File: config.mk
export PLATFORM = sky130hd
export DESIGN_NAME = crc32_self_check
export DESIGN_NICKNAME = d
export VERILOG_FILES = /design/src/rtl/crcsc_pkg.sv /design/src/rtl/crcsc_fold.sv /design/src/rtl/crc32_self_check.sv
export SDC_FILE = /design/constraint.sdc
export NUM_CORES = 1
export LEC_CHECK = 0
export ABC_AREA = 1
export BUFFER_PORTS_ARGS = -buffer_cell sky130_fd_sc_hd__buf_2
export CORE_MARGIN = 4
export CORE_UTILIZATION = 54
export DETAILED_ROUTE_END_ITERATION = 7
export GPL_TIMING_DRIVEN = 1
export PLACE_DENSITY_LB_ADDON = 0.15
export SYNTH_ARGS = -nofsm -noshare
export SYNTH_HDL_FRONTEND = slang
export SYNTH_SLANG_ARGS = --single-unit
File: constraint.sdc
create_clock -name clk -period 2.9 [get_ports clk]
set_input_delay 0.58 -clock clk [delete_from_list [all_inputs] [get_ports clk]]
set_output_delay 0.58 -clock clk [all_outputs]
set_load 0.02 [all_outputs]
File: src/rtl/crcsc_pkg.sv
// shared constants and types of the crc-32 memory self-check block
package crcsc_pkg;

	localparam int unsigned DATA_W = 8;
	localparam int unsigned CRC_W  = 32;
	localparam int unsigned OUT_W  = 40;

	localparam logic [CRC_W-1:0] CRC_POLY = 32'hEDB8_8320;
	localparam logic [CRC_W-1:0] CRC_INIT = 32'hFFFF_FFFF;

	typedef logic [CRC_W-1:0]  crc_t;
	typedef logic [DATA_W-1:0] byte_t;

endpackage

File: src/rtl/crcsc_fold.sv
// one-byte reflected crc-32 update, eight unrolled shift steps
module crcsc_fold
	import crcsc_pkg::*;
(
	input  crc_t  crc_in,
	input  byte_t data,
	output crc_t  crc_out
);

	always_comb begin
		crc_t c;
		c = crc_in ^ {{(CRC_W-DATA_W){1'b0}}, data};
		for (int k = 0; k < DATA_W; k++) begin
			c = (c >> 1) ^ (CRC_POLY & {CRC_W{c[0]}});
		end
		crc_out = c;
	end

endmodule

File: src/rtl/crc32_self_check.sv
// top level of the crc-32 memory self-check block
//
//   channel  dir  payload                                       handshake
//   s_       in   tdata[7:0] data_byte, tlast last_byte         tvalid/tready
//   m_       out  tdata crc_value, captured, mismatch, fault    tvalid/tready
//
// one byte per cycle unless a held result stalls a last byte; the crc fold and
// the pass check sit between the input register and the result register
// a pass result is loaded into the result register from its last byte in the input register
// arst_n clears running crc to all ones, reference and fault flag to zero
// a held result stalls only a last byte in the input register; other bytes flow
module crc32_self_check
	import crcsc_pkg::*;
(
	input  logic             clk,
	input  logic             arst_n,
	input  logic             s_tvalid,
	output logic             s_tready,
	input  logic [7:0]       s_tdata,   // data_byte
	input  logic             s_tlast,   // last_byte
	output logic             m_tvalid,
	input  logic             m_tready,
	output logic [OUT_W-1:0] m_tdata    // crc_value, captured, mismatch, fault, zero fill
);

	logic  valid_s1;
	byte_t data_s1;
	logic  last_s1;
	crc_t  running_q;
	crc_t  ref_q;
	logic  ref_valid_q;
	logic  fault_q;
	crc_t  crc_next;
	crc_t  final_crc;
	logic  advance;
	logic  done;
	logic  mismatch;
	logic  out_valid_q;
	logic [OUT_W-1:0] out_data_q;

	crcsc_fold u_fold (
		.crc_in  (running_q),
		.data    (data_s1),
		.crc_out (crc_next)
	);

	assign final_crc = ~crc_next;
	assign advance   = !(valid_s1 && last_s1) || !out_valid_q || m_tready;
	assign done      = valid_s1 && last_s1 && advance;
	assign mismatch  = ref_valid_q && (final_crc != ref_q);
	assign s_tready  = !valid_s1 || advance;
	assign m_tvalid  = out_valid_q;
	assign m_tdata   = out_data_q;

	// input register
	always_ff @(posedge clk or negedge arst_n) begin
		if (!arst_n) begin
			valid_s1 <= 1'b0;
		end else if (s_tready) begin
			valid_s1 <= s_tvalid;
		end
	end

	always_ff @(posedge clk) begin
		if (s_tready && s_tvalid) begin
			data_s1 <= s_tdata;
			last_s1 <= s_tlast;
		end
	end

	// running crc and pass state
	always_ff @(posedge clk or negedge arst_n) begin
		if (!arst_n) begin
			running_q   <= CRC_INIT;
			ref_q       <= '0;
			ref_valid_q <= 1'b0;
			fault_q     <= 1'b0;
		end else if (valid_s1 && advance) begin
			if (last_s1) begin
				running_q <= CRC_INIT;
				if (!ref_valid_q) begin
					ref_q       <= final_crc;
					ref_valid_q <= 1'b1;
				end
				if (mismatch) begin
					fault_q <= 1'b1;
				end
			end else begin
				running_q <= crc_next;
			end
		end
	end

	// result register
	always_ff @(posedge clk or negedge arst_n) begin
		if (!arst_n) begin
			out_valid_q <= 1'b0;
		end else if (done) begin
			out_valid_q <= 1'b1;
		end else if (m_tready) begin
			out_valid_q <= 1'b0;
		end
	end

	always_ff @(posedge clk) begin
		if (done) begin
			out_data_q <= {{(OUT_W-CRC_W-3){1'b0}}, fault_q | mismatch, mismatch,
				!ref_valid_q, final_crc};
		end
	end

	a_fault_sticky: assert property (@(posedge clk) disable iff (!arst_n)
		!$fell(fault_q))
		else $error("fault flag cleared after being set");

	a_rearm: assert property (@(posedge clk) disable iff (!arst_n)
		done |=> running_q == CRC_INIT)
		else $error("running crc not re-armed after pass end");

	a_capture_once: assert property (@(posedge clk) disable iff (!arst_n)
		done && !ref_valid_q |=> ref_valid_q && ref_q == out_data_q[CRC_W-1:0])
		else $error("reference not captured from first pass");

	a_result_flags: assert property (@(posedge clk) disable iff (!arst_n)
		out_valid_q |-> !(out_data_q[CRC_W] && out_data_q[CRC_W+1])
			&& (!out_data_q[CRC_W+1] || out_data_q[CRC_W+2]))
		else $error("inconsistent result flags");

endmodule

==> flow_metrics.py, run 1 <==
metrics = {
    "sta": {
        "hold_violations": 0,
        "clock_skew_ns": 0.0102,
        "whs_ns": 0.231,
        "max_freq_mhz": 377,
        "rsz0062_at_grt": "no",
        "post-route-period-util_pct": 91.5,
        "setup-tns-final_ns": 0,
        "slew_headroom_pct": 59.0,
        "period_minus_slack_ns": 2.65,
        "setup_ws_ns": 0.247,
        "drv_slew": 0,
        "tightestPinTransition_ns": 0.614,
        "setup_violations": 0,
    },
    "logic_synthesis": {
        "synth_top_family_by_area": "simple AND/OR/NAND/NOR gates",
        "ys_seq_area_share_pct": 50.1,
        "synthArstFlopShare_pct": 60.7,
        "netlist_area_um2": 6110,
        "synth_top_area_cell": "edfxtp_1",
        "dominantRegCellSynth": "edfxtp_1",
        "syn_area_per_cell_um2": 7.85,
        "synthTopCellsByArea": "edfxtp_1 22%, nand2_1 18%, dfrtp_1 15%",
        "syn_inst": 779,
        "ys_ff_latch": 112,
        "synth-xor-area-share_pct": 0.982,
        "synth_top_area_share_pct": 21.6,
        "synthMuxAreaShare_pct": 0,
        "synth_edf_count": 44,
        "synth_cell_types": 26,
        "yosys.area_share.simple_pct": 33.8,
        "synth_compound_area_share_pct": 6.06,
        "synthAdderAreaFrac_pct": 0,
        "yosysMostFrequentCell": "nand2_1",
        "synthTopCellsByCount": "299 x nand2_1, 102 x inv_1, 72 x nand3_1, 47 x nand2_2, 44 x edfxtp_1",
        "yosysWarnings": 0,
    },
    "placed_design": {
        "dp_slack_ns": 0.197,
        "dp_hpwl_um": 12600,
        "io_buffers": 49,
        "place_congestion": 0.963,
    },
    "routing": {
        "drt-total-wl_um": 17300,
        "antenna_left": 0,
        "route.detailed.drc": 0,
        "drtIter0Drc": 435,
        "vias_per_cell": 5.43,
        "vias": 5286,
        "drt-wirelength-per-cell_um": 17.7,
        "firstDrtPassIters": 5,
    },
    "grt": {
        "grt_max_degree": 69,
        "grt_pass1_vias": 5313,
        "antenna_found_initial": 0,
        "grt_pass1_wl_um": 27600,
        "grt-ovfl-total": 0,
        "grt_use_total_pct": 27.9,
    },
    "worst_setup_path": {
        "r2r_end": "m_tdata[34]$_DFFE_PP_",
        "required_ns": 3.01,
        "startpoint_type": "flop",
        "critical_path.endpoint": "m_tdata[34]$_DFFE_PP_",
        "arrival_ns": 2.77,
        "regToRegSetupSlack_ns": 0.25,
        "crit_path_max_fanout": 6,
        "path_class": "flop to flop",
        "reg2regPathDepth": 16,
        "endpoint_kind": "flop",
        "r2r_start": "running_q[6]$_DFFE_PN1P_",
        "cp-startpoint": "running_q[6]$_DFFE_PN1P_",
    },
    "clock_network": {
        "clockBufferDepth": 2,
        "ctsHtreeMaxLevel": 3,
        "clk_pin_slew_ns": 0.08,
        "hold_buffers": 0,
        "clkSinkCount": 112,
        "numCtsBuffers": 9,
        "cts_tree": "done",
        "worstSkewPairLatency_ns": 0.36,
        "cts_root_buffer": "clkbuf_16",
        "postCtsSetupBuffers": 0,
    },
    "layout": {
        "nFillCells": 980,
        "layout-drive-gt1-share_pct": 20.6,
        "diodes": 0,
        "layout.nets": 841,
        "area_growth_pct": 10.8,
        "fin_util_pct": 61.7,
    },
    "run_status": {
        "status": "complete, no violations",
    },
    "power_and_ir_drop": {
        "total_power_mw": 6.61,
        "combPwrFrac_pct": 46.6,
        "powerDensity_nw_per_um2": 976,
        "p_int_mw": 3.62,
        "switching_share_pct": 45.3,
        "switching_power_mw": 3.00,
        "p_clk_share_pct": 17.9,
        "p_leak_nw": 3.47,
        "vdd_ir_drop_max_mv": 0.703,
        "seq_power_share_pct": 35.6,
    },
    "die": {
        "dieWidth_um": 114,
        "dieArea_um2": 13100,
        "die_h_um": 114,
        "pin_count": 55,
        "initial_core_util_pct": 55.7,
        "fp-row-count": 38,
        "core_area_um2": 11000,
    },
    "job": {
        "cap_violations": 0,
    },
    "min_path": {
        "min_path_type": "input port to asynchronous set/reset pin",
    },
}
## layout make-up
cell class / count / area, µm² / share of cell area (%)
tap: 140 / 175 / 2.59
clock buffer: 10 / 229 / 3.38
multi-input combinational: 538 / 2530 / 37.4
inverter: 111 / 419 / 6.19
sequential: 112 / 3060 / 45.2
timing repair buffer: 56 / 310 / 4.58
clock inverter: 6 / 43.8 / 0.646
## critical path, stage by stage (launching register included)
cell and delay (ns):
dfstp_2 0.56, nand2_1 0.06, nand2_1 0.27, nand2_1 0.14
nand2_2 0.16, nand2_1 0.08, nand2_2 0.16, nand2_2 0.10
nand2_4 0.09, inv_2 0.04, nand2_1 0.07, nand2_2 0.11
xnor2_1 0.16, nor2_1 0.16, nand2_1 0.10, nand2_2 0.09
nand2_1 0.05
## placed cells by master (no fill, tap or decap)
cell        netlist  layout
dfstp_2          32      32
clkinvlp_4        0       1
xnor2_1           1       1
a21oi_1           1       1
o21ai_0          39      39
clkbuf_16         0       9
buf_12            0       1
conb_1            1       5
nand2_2          47      45
nand4_1           1       1
clkinv_4          0       1
nand3b_4          1       1
xor2_2            1       1
inv_4             1       1
nor2_4            0       1
a22oi_1          12      12
o22ai_1          11      11
inv_2             8       8
xor2_1            4       4
o21bai_2          1       1
dfrtp_1          36      36
nor2_2            0       1
clkinv_2          0       2
inv_1           102     102
buf_2             0      49
clkbuf_1         12       1
edfxtp_1         44      44
nand2_1         299     299
nand2_4           8      10
buf_4             7       6
inv_6             0       2
nor2_1           24      22
nand3_1          72      72
nand3b_1         11      11
## cell families (layout without fill, tap and decap cells)
| family | count (synthesis) | in the layout |
|---|---|---|
| AO/OA/AOI/OAI | 64 | 64 |
| XOR/XNOR | 6 | 6 |
| buffers and inverters | 133 | 183 |
| flip-flops | 112 | 112 |
| other | 1 | 5 |
| AND/OR/NAND/NOR | 463 | 463 |
## timing repair
action                                 in CTS  in global routing
gates resized for setup                     0                  2
endpoints found under the hold margin       0                  0
setup endpoints to repair                   0                  2
## worst min-delay path by stage
stage / depth (start not counted) / slack (ns) / to
2_1_floorplan: 0 / 0.28 / fault_q$_DFFE_PN0P_
3_3_place_gp: 1 / 0.46 / fault_q$_DFFE_PN0P_
3_5_place_dp: 1 / 0.48 / fault_q$_DFFE_PN0P_
4_1_cts: 2 / 0.26 / ref_q[6]$_DFFE_PN0P_
5_1_grt: 2 / 0.27 / ref_q[4]$_DFFE_PN0P_
6_report: 2 / 0.23 / ref_q[16]$_DFFE_PN0P_
## sequential cells by signal (all words and copies together), names as in the netlist
register	count
data_s1	8
fault_q	1
last_s1	1
m_tdata	35
m_tvalid	1
ref_q	32
ref_valid_q	1
running_q	32
valid_s1	1
## layer usage
| layer | global-route usage, % | vias up | share of wire (%) |
|---|---|---|---|
| met3 | 7.03 | 49 | 7.1 |
| met5 | 0 | - | 0 |
| met4 | 12.8 | 0 | 3.9 |
| met1 | 35.2 | 2507 | 42 |
| li1 | - | 2541 | - |
| met2 | 45.3 | 189 | 48 |
## power groups by stage
stage | sequential (mW) | combinational (mW) | clock [mW]
after detailed placement | 2.38 | 3.04 | 0
final | 2.35 | 3.08 | 1.18
after CTS | 2.35 | 3.05 | 1.21
after floorplan | 2.43 | 2.09 | 0
after global routing | 2.39 | 3.45 | 1.27
after global placement | 2.37 | 2.99 | 0
## metrics by stage
stage | std cells | cell area, µm²
2_1_floorplan | 783 | 6130
3_3_place_gp | 957 | 6490
3_5_place_dp | 957 | 6490
4_1_cts | 973 | 6770
5_1_grt | 973 | 6780
6_report | 973 | 6780
Note: power is estimated with default switching activity, not from simulation.
==> run 2: changes to the inputs <==
- CORE_UTILIZATION: 54 -> 60
- CTS_BUF_LIST: default -> sky130_fd_sc_hd__clkbuf_4
- clock period: 2.9 -> 3.21 ns (I/O delays scaled with it)
==> flow_metrics.py, run 2 (synthesis gave the netlist of run 1 again) <==
metrics = {
    "clock_network": {
        "clkSinkCount": 112,
        "clk_pin_slew_ns": 0.17,
        "cts_root_buffer": "clkbuf_4",
        "ctsResizeCount": 0,
        "cts_tree": "done",
        "hold_buffers": 0,
        "numCtsBuffers": 9,
        "postCtsSetupBuffers": 0,
        "ctsHtreeMaxLevel": 3,
        "clockBufferDepth": 2,
        "worstSkewPairLatency_ns": 0.50,
    },
    "worst_setup_path": {
        "cpLargestDelayFamily": "simple AND/OR/NAND/NOR gates",
        "path_buf_inv": 1,
        "regToRegSetupSlack_ns": 0.43,
        "required_ns": 3.48,
        "cp_slowest_cell": "dfstp_2",
        "r2r_end": "m_tdata[34]$_DFFE_PP_",
        "critical_path.endpoint": "m_tdata[34]$_DFFE_PP_",
        "slowest_delay_ns": 0.61,
        "cp-startpoint": "running_q[0]$_DFFE_PN1P_",
        "path_cells": "inv_2 > nand2_1 > nand2_2 > nand2_1 > nand2_2 > nand2_1 > nand2_2 > nand2_1 > nand2_1 > nand2_1 > nand3b_1 > nor2_1 > nand2_1 > nor2_1 > nand2_1 > nand2_2 > nand2_1",
        "cp.depth": 17,
        "startpoint_type": "flop",
        "arrival_ns": 3.06,
        "cp_common_cell": "nand2_1",
        "path_class": "flop to flop",
        "crit_path_max_fanout": 12,
        "reg2regPathDepth": 17,
        "r2r_start": "running_q[0]$_DFFE_PN1P_",
        "endpoint_kind": "flop",
    },
    "grt": {
        "grt-ovfl-total": 0,
        "grt_use_total_pct": 29.9,
        "grt_pass1_wl_um": 26200,
        "grt_max_degree": 36,
        "antenna_found_initial": 0,
        "grt_pass1_vias": 4918,
    },
    "sta": {
        "rsz0062_at_grt": "no",
        "tightestPinTransition_ns": 0.906,
        "max_freq_mhz": 359,
        "setup_ws_ns": 0.428,
        "whs_ns": 0.212,
        "drv_slew": 0,
        "period_minus_slack_ns": 2.78,
        "setup-tns-final_ns": 0,
        "setup_violations": 0,
        "slew_headroom_pct": 39.4,
        "post-route-period-util_pct": 86.7,
        "hold_violations": 0,
        "clock_skew_ns": 0.0151,
    },
    "routing": {
        "vias_per_cell": 5.44,
        "m1WireLength_um": 6960,
        "drtIter0Drc": 415,
        "antenna_left": 0,
        "wl_met3_um": 1250,
        "route.top_layer_used": "met4",
        "route.detailed.drc": 0,
        "drt-total-wl_um": 16400,
        "met2_length_um": 7830,
        "vias": 5251,
        "drt-wirelength-per-cell_um": 17.0,
        "firstDrtPassIters": 6,
    },
    "die": {
        "die_h_um": 109,
        "initial_core_util_pct": 62.0,
        "core_area_um2": 9860,
        "pin_count": 55,
        "dieWidth_um": 109,
        "fp-row-count": 36,
        "dieArea_um2": 11900,
    },
    "power_and_ir_drop": {
        "p_clk_share_pct": 13.4,
        "p_int_mw": 2.99,
        "switching_share_pct": 46.6,
        "switching_power_mw": 2.61,
        "p_leak_nw": 3.40,
        "combPwrFrac_pct": 48.7,
        "total_power_mw": 5.60,
        "seq_power_share_pct": 37.9,
        "vdd_ir_drop_max_mv": 0.622,
        "powerDensity_nw_per_um2": 845,
    },
    "min_path": {
        "min_path_type": "input port to asynchronous set/reset pin",
    },
    "job": {
        "cap_violations": 0,
    },
    "layout": {
        "layout.nets": 840,
        "area_growth_pct": 8.39,
        "layout-drive-gt1-share_pct": 20.7,
        "mostFrequentLayoutCell": "nand2_1",
        "nFillCells": 842,
        "final_cell_mix": "299 x nand2_1, 102 x inv_1, 72 x nand3_1",
        "diodes": 0,
        "largest_reg_flops": 35,
        "regArea_um2": 3060,
        "multiInputGateArea_um2": 2520,
        "final_cell_count_no_fill": 965,
    },
    "run_status": {
        "status": "complete, no violations",
    },
    "placed_design": {
        "io_buffers": 49,
        "dp_slack_ns": 0.521,
        "dp.cells": 949,
        "place_congestion": 0.953,
        "dp_hpwl_um": 12000,
    },
}
[run 2: power by group through the flow]
stage / sequential [mW] / clock, mW / combinational [mW]
after floorplan: 2.20 / 0 / 1.89
after global placement: 2.13 / 0 / 2.64
after detailed placement: 2.14 / 0 / 2.68
after CTS: 2.12 / 0.770 / 2.69
after global routing: 2.15 / 0.831 / 3.05
final: 2.12 / 0.750 / 2.73
[run 2: routing by layer]
metal | up-vias | GRT usage (%)
met4 | 0 | 9.02
met3 | 29 | 7.05
met2 | 190 | 47.7
met5 | - | 0
met1 | 2490 | 40.6
li1 | 2542 | -
[run 2: worst reg2reg max path, cell delays in order (launching register included)]
cell and delay [ns]:
dfstp_2 0.61, inv_2 0.06, nand2_1 0.09, nand2_2 0.25, nand2_1 0.18, nand2_2 0.14
nand2_1 0.11, nand2_2 0.11, nand2_1 0.11, nand2_1 0.19, nand2_1 0.11, nand3b_1 0.13
nor2_1 0.13, nand2_1 0.05, nor2_1 0.08, nand2_1 0.07, nand2_2 0.08, nand2_1 0.05
[run 2: layout make-up]
type	count	area share, %
Sequential cell	112	46.2
Multi-Input combinational cell	538	38.1
Inverter	111	6.33
Timing Repair Buffer	55	4.57
Tap cell	133	2.51
Clock buffer	10	1.13
Clock inverter	6	1.13
[run 2: through the flow]
step | area, µm² | utilization, %
after floorplan | 6130 | -
after global placement | 6480 | 65.7
after detailed placement | 6480 | 65.7
after CTS | 6630 | 67.2
after global routing | 6630 | 67.2
final | 6630 | 67.2
[run 2: worst min-delay path by stage]
stage | from | to | slack [ns] | cells after the start
finish | arst_n | ref_q[21]$_DFFE_PN0P_ | 0.21 | 1
global route | arst_n | ref_q[21]$_DFFE_PN0P_ | 0.23 | 1
detailed placement | fault_q$_DFFE_PN0P_ | fault_q$_DFFE_PN0P_ | 0.49 | 1
floorplan | arst_n | fault_q$_DFFE_PN0P_ | 0.35 | 0
global placement | fault_q$_DFFE_PN0P_ | fault_q$_DFFE_PN0P_ | 0.46 | 1
CTS | arst_n | ref_q[21]$_DFFE_PN0P_ | 0.21 | 1
